### config.mk
export PLATFORM = sky130hd
export DESIGN_NAME = cmbs_divider
export DESIGN_NICKNAME = d
export VERILOG_FILES = /design/src/cmbs_pkg.sv /design/src/cmbs_divider.sv
export SDC_FILE = /design/constraint.sdc
export NUM_CORES = 1
export LEC_CHECK = 0
export ABC_AREA = 1
export BUFFER_PORTS_ARGS = -buffer_cell sky130_fd_sc_hd__buf_2
export CAP_MARGIN = 30
export CORE_MARGIN = 1.5
export CORE_UTILIZATION = 45
export CTS_BUF_LIST = sky130_fd_sc_hd__clkbuf_8
export DETAILED_ROUTE_END_ITERATION = 16
export PLACE_DENSITY = 0.58
export SLEW_MARGIN = 20
export SYNTH_ARGS = -nofsm -noshare
export SYNTH_HDL_FRONTEND = slang
export SYNTH_SLANG_ARGS = --single-unit
### constraint.sdc
create_clock -name clk -period 3.1 [get_ports clk]
set_input_delay 0.155 -clock clk [delete_from_list [all_inputs] [get_ports clk]]
set_output_delay 0.155 -clock clk [all_outputs]
set_load 0.05 [all_outputs]
### src/cmbs_pkg.sv
package cmbs_pkg;

  localparam int MAX_FACE_SIZE_DEF = 64;
  localparam int FACE_COUNT_DEF    = 6;
  localparam int DIR_W   = 16;
  localparam int MAG_W   = 17;
  localparam int Q_W     = 17;
  localparam int CH_W    = 8;
  localparam int TEXEL_W = 24;

  localparam logic [2:0] FACE_FRONT = 3'd0;
  localparam logic [2:0] FACE_BACK  = 3'd1;
  localparam logic [2:0] FACE_LEFT  = 3'd2;
  localparam logic [2:0] FACE_RIGHT = 3'd3;
  localparam logic [2:0] FACE_UP    = 3'd4;
  localparam logic [2:0] FACE_DOWN  = 3'd5;

  localparam logic OP_WRITE  = 1'b0;
  localparam logic OP_LOOKUP = 1'b1;

  localparam logic [1:0] REG_FACE_SIZE = 2'd0;
  localparam logic [1:0] REG_LOADED    = 2'd1;
  localparam logic [1:0] REG_THRESHOLD = 2'd2;

  function automatic logic [CH_W-1:0] mix8(input logic [CH_W-1:0] p, input logic [CH_W-1:0] q,
                                           input logic [CH_W-1:0] k);
    logic [17:0] s;
    s = 18'(p) * (18'd256 - 18'(k)) + 18'(q) * 18'(k);
    return s[15:8];
  endfunction

endpackage

### src/cmbs_divider.sv
// Pipelined restoring divider: quo = floor(num * 65536 / den), num <= den, den > 0.
// One quotient bit per stage, Q_W stages.
module cmbs_divider
  import cmbs_pkg::*;
#(
  parameter int TAG_W = 8
) (
  input  logic             clk,
  input  logic             rst_n,
  input  logic             in_vld,
  input  logic [MAG_W:0]   num,
  input  logic [MAG_W:0]   den,
  input  logic [TAG_W-1:0] in_tag,
  output logic             out_vld,
  output logic [Q_W-1:0]   quo,
  output logic [TAG_W-1:0] out_tag
);
  localparam int R_W = MAG_W + 2;

  logic             vld_r [Q_W];
  logic [R_W-1:0]   rem_r [Q_W];
  logic [MAG_W:0]   den_r [Q_W];
  logic [Q_W-1:0]   q_r   [Q_W];
  logic [TAG_W-1:0] tag_r [Q_W];

  for (genvar i = 0; i < Q_W; i++) begin : g_stage
    logic             p_vld;
    logic [R_W-1:0]   p_rem;
    logic [MAG_W:0]   p_den;
    logic [Q_W-1:0]   p_q;
    logic [TAG_W-1:0] p_tag;
    logic [R_W-1:0]   sh;
    logic [R_W-1:0]   dif;
    logic             ge;
    if (i == 0) begin : g_first
      assign p_vld = in_vld;
      assign p_rem = R_W'(num);
      assign p_den = den;
      assign p_q   = '0;
      assign p_tag = in_tag;
      assign sh    = p_rem;
    end else begin : g_next
      assign p_vld = vld_r[i-1];
      assign p_rem = rem_r[i-1];
      assign p_den = den_r[i-1];
      assign p_q   = q_r[i-1];
      assign p_tag = tag_r[i-1];
      assign sh    = {p_rem[R_W-2:0], 1'b0};
    end
    always_comb begin
      ge  = sh >= R_W'(p_den);
      dif = sh - R_W'(p_den);
    end
    always_ff @(posedge clk) begin
      if (!rst_n) begin
        vld_r[i] <= 1'b0;
      end else begin
        vld_r[i] <= p_vld;
      end
      rem_r[i] <= ge ? dif : sh;
      den_r[i] <= p_den;
      q_r[i]   <= {p_q[Q_W-2:0], ge};
      tag_r[i] <= p_tag;
    end
  end

  assign out_vld = vld_r[Q_W-1];
  assign quo     = q_r[Q_W-1];
  assign out_tag = tag_r[Q_W-1];
endmodule

Word-level counts from Yosys, hierarchy flattened
Memory sizes are Yosys's and may differ from the RTL's.
Index checks and enable logic that the tools add are counted.
- mux-type cells: 36
- bitwise logic cells: 17
- $lt $le $gt $ge: 17
- $add $sub $neg: 17
- operators by type and width (kind ; number):
    $mux W19 ; 17
    $ge A19 B18 Y1 ; 16
    $sub A19 B18 Y19 ; 16
    $mux W1 ; 19
    $sub A18 B18 Y19 ; 1
    $ge A18 B18 Y1 ; 1
    $or A1 B1 Y1 ; 17
- register bits: 0
- output and inout port bits: 26
- memories kept: 5
- RAM bits: 1071
- memory list (name ; depth ; width ; rd ports ; clocked after Yosys merged registers in ; write ports ; line ; text):
    rem_r ; 17 ; 19 ; 16 ; 0 ; 17 ; cmbs_divider.sv:21 ; logic [R_W-1:0] rem_r [Q_W];
    den_r ; 17 ; 18 ; 16 ; 0 ; 17 ; cmbs_divider.sv:22 ; logic [MAG_W:0] den_r [Q_W];
    q_r ; 17 ; 17 ; 17 ; 0 ; 17 ; cmbs_divider.sv:23 ; logic [Q_W-1:0] q_r [Q_W];
    tag_r ; 17 ; 8 ; 17 ; 0 ; 17 ; cmbs_divider.sv:24 ; logic [TAG_W-1:0] tag_r [Q_W];
    vld_r ; 17 ; 1 ; 17 ; 0 ; 17 ; cmbs_divider.sv:20 ; logic vld_r [Q_W];

Longest topological paths before layout
An unclocked memory read counts as a cell.
- depth after elaboration: 3
- depth in mapped cells: 14
- mapped depth without buffers: 14

Worst setup path before layout
OpenSTA, ideal clock, no wires.
- kind: register to register
- from: memory den_r[0][73] in the netlist's numbering
- to: memory rem_r[0][96] in the netlist's numbering
- buffers on the path: 1
- setup slack: 1.388 ns
- arrival: 1.654 ns
- stages on the path, launching flop included: 10
- period minus slack after synthesis: 1.712 ns
- required time: 3.042 ns
- path through: dfxtp_1 inv_1 ha_1 ha_1 nand2_1 nor2_1 a31oi_2 buf_2 nand3_1 nand2_1
- RTL lines (element ; line):
    from (decl) ; cmbs_divider.sv:22
    to (decl) ; cmbs_divider.sv:21

==> flow_summary.ini <==
[outcome]
status = completed

[route]
drt.antenna.violating_nets = 0
drc_errors = 0
drt_iter0_markers = 1978
drt-vias-per-instance = 4.776
first_pass_iters = 7
num_vias = 33854
routedWlPerCell_um = 14.82
wl_mm = 105.1

[logic_synthesis]
syn_inst = 5461
synthAdderAreaFrac_pct = 9.854
async_reset_ff_share_pct = 0
synth-edff-count = 0
synth-main-ff-cell = dfxtp_1
synth_area_per_cell_um2 = 7.687
synth_top_family_by_area = simple AND/OR/NAND/NOR gates
synth_xor_area_share_pct = 2.984
synth.cell_area_um2 = 41980
synthSimpleGateAreaFrac_pct = 32.10
synth-seq-cells = 882
synth.area.mux_share_pct = 0
ys_seq_area_share_pct = 42.06
synthTopCellsByCount = nand2_1 (1752), dfxtp_1 (882), inv_1 (787)
synth.largest_area_cell = dfxtp_1
ys_types = 41
yosys_warnings = 0
yosysMostFrequentCell = nand2_1
synth_compound_area_share_pct = 4.534
synth_top_area_share_pct = 42.06
synthTopCellsByArea = dfxtp_1 (42%), nand2_1 (16%), ha_1 (9.1%), inv_1 (7.0%), nand3_1 (5.6%)
synth_nets = 5829

[sta]
whs_ns = 0.1161
hold_viol = 0
fin_crit_sh_pct = 81.36
relSlewSlack_pct = 37.35
skew_ns = 0.03131
maxSlewViolCount = 0
rsz0062_at_grt = no
setup_tns_ns = 0
fmax_mhz = 396.5
worstMarginPinSlew_ns = 0.9398
final.min_clock_period_ns = 2.522
finalSetupViolCount = 0

[clock_network]
cts_buffers = 150
tritoncts = done
clk_latency_ns = 0.84
cts_resized = 0
clock-sinks = 882
path_clk_slew_ns = 0.06
htreeDepth = 4
cts_buffer_depth = 3
cts-root-buf = clkbuf_8

[worst_setup_path]
crit_fanout = 15
end_kind = flop
required_ns = 3.88
crit_type = primary input to flop
slowest_stage = a21oi_2
start_kind = primary input
slowest_delay_ns = 0.74
crit_path_frequent_cell = nand2_1
cp_cell_sequence = dlygate4sd3_1 > buf_2 > inv_1 > ha_1 > nand2_1 > nor2_1 > nand2_1 > nor3_2 > a21oi_2 > buf_4 > nand3_1 > nand2_1 > dlygate4sd3_1
crit_arrival_ns = 3.30

[power_and_ir_drop]
comb_power_share_pct = 46.1
power_frac_seq_pct = 31.7
p_switching_w = 0.02242
power.density_nw_per_um2 = 1099
clkPwrFrac_pct = 22.2
internal_power_w = 0.03005
power_w = 0.05247
switching_share_pct = 42.74
p_leak_nw = 25.08
vdd_drop_max_mv = 0.5533

[worst_hold_path]
hold_path.class = primary input to flop

[global_routing]
gr-total-overflow = 0
grt_usage_pct = 22.36
grt_pass1_wl_mm = 169.2
antenna_found_initial = 4
grt_pass1_vias = 32714
grt_max_degree = 27

[finish]
stdcell_count = 7088
layout.nets = 6093
n_fill_cell = 9086
area_growth_pct = 13.74
drive_above_1_share_pct = 10.91

[placed_design]
io_buffers = 72
gp_congestion = 0.9096
place_hpwl_mm = 82.75
numPlacedInstances = 6738

[floorplan]
io_pins = 73
core_area_um2 = 92080
die_h_um = 308.4
die_w_um = 308.4
start_util_pct = 45.59
die_area_um2 = 95120
row_count = 111

[run]
maxCapViolations = 0
[cell families (layout without fill, tap and decap cells)]
kind of cell               count (synthesis)  after routing
buffers and inverters                    864           1244
and+or+nand+nor                         2974           2974
other                                      0              4
adders and majority gates                321            321
xor gates and xnor gates                 143            143
DFF                                      882            882
AOI/OAI and AO/OA                        277            277
[sequential cells by signal (all words and copies together) (netlist names)]
| name | cells |
|---|---|
| q_r | 153 |
| vld_r | 17 |
| den_r | 288 |
| rem_r | 288 |
| tag_r | 136 |
[metrics by stage]
stage                     utilization (%)  instance area (um2)  setup WS (ns)
after global routing                51.84                47730         0.4455
final                               51.85                47740         0.5780
after CTS                           51.84                47730         0.6917
after detailed placement            47.24                43500         0.7528
after floorplan                         -                41980          1.388
after global placement              47.24                43500         0.7547
[power by group through the flow]
stage / clock [W] / sequential [W] / combinational, W
global placement: 0 / 0.0169 / 0.0238
detailed placement: 0 / 0.0169 / 0.0239
floorplan: 0 / 0.0162 / 0.0188
CTS: 0.0121 / 0.0167 / 0.0241
global route: 0.0126 / 0.0169 / 0.0275
finish: 0.0117 / 0.0166 / 0.0242
[worst paths after layout]
| path | start | to | slack [ns] | cells past startpoint |
|---|---|---|---|---|
| worst max-delay path | den[9] | rem_r[0][3] | 0.58 | 13 |
| worst min-delay path | num[13] | rem_r[0][13] | 0.12 | 4 |
| worst max register to register | den_r[0][266] | rem_r[0][302] | 0.74 | 8 |
| worst min register to register | q_r[0][232] | q_r[0][250] | 0.31 | 0 |
[what timing repair did]
action                    in CTS  in global routing
buffers inserted               0                  0
hold buffers                  78                  0
hold endpoints to repair      61                  0
[final cells by class]
cell class	instances	area (um2)	area share, %
sequential	882	17660	36.98
multi-input combinational	3715	20770	43.50
clock inverter	87	964.7	2.021
clock buffer	181	2491	5.218
timing repair buffer	165	1254	2.626
tap	1243	1555	3.258
antenna	4	10.01	0.02097
inverter	811	3044	6.376
[placed cells by master, fill, tap and decap left out, drive strengths merged]
master,count
nand4,31
o21bai,16
and2,10
clkinvlp,1
nand3,521
nor3b,2
inv,854
clkbuf,181
fa,16
dlygate4sd3,78
buf,87
a21oi,183
ha,305
a31oi,12
o21a,1
nor3,66
clkinv,26
and3,3
o21ai,64
xnor2,17
diode,4
nor2,368
dfxtp,882
or2,17
nand3b,123
bufinv,17
xor2,126
nand2,1833
a211oi,1
[metal layers]
layer / vias up / track usage, % / wire length (um)
li1: 17669 / - / -
met1: 15326 / 28.19 / 47460
met2: 657 / 38.42 / 50250
met3: 202 / 3.264 / 4192
met4: 0 / 8.523 / 3158
met5: - / 0 / 0
[critical path, delay by kind of cell]
family / cells / cell delay, ns
AOI/OAI and AO/OA: 1 / 0.74
buffers and inverters: 5 / 1.49
and+or+nand+nor: 6 / 0.56
adders and majority gates: 1 / 0.33
Power figures use the tool's default switching activity.
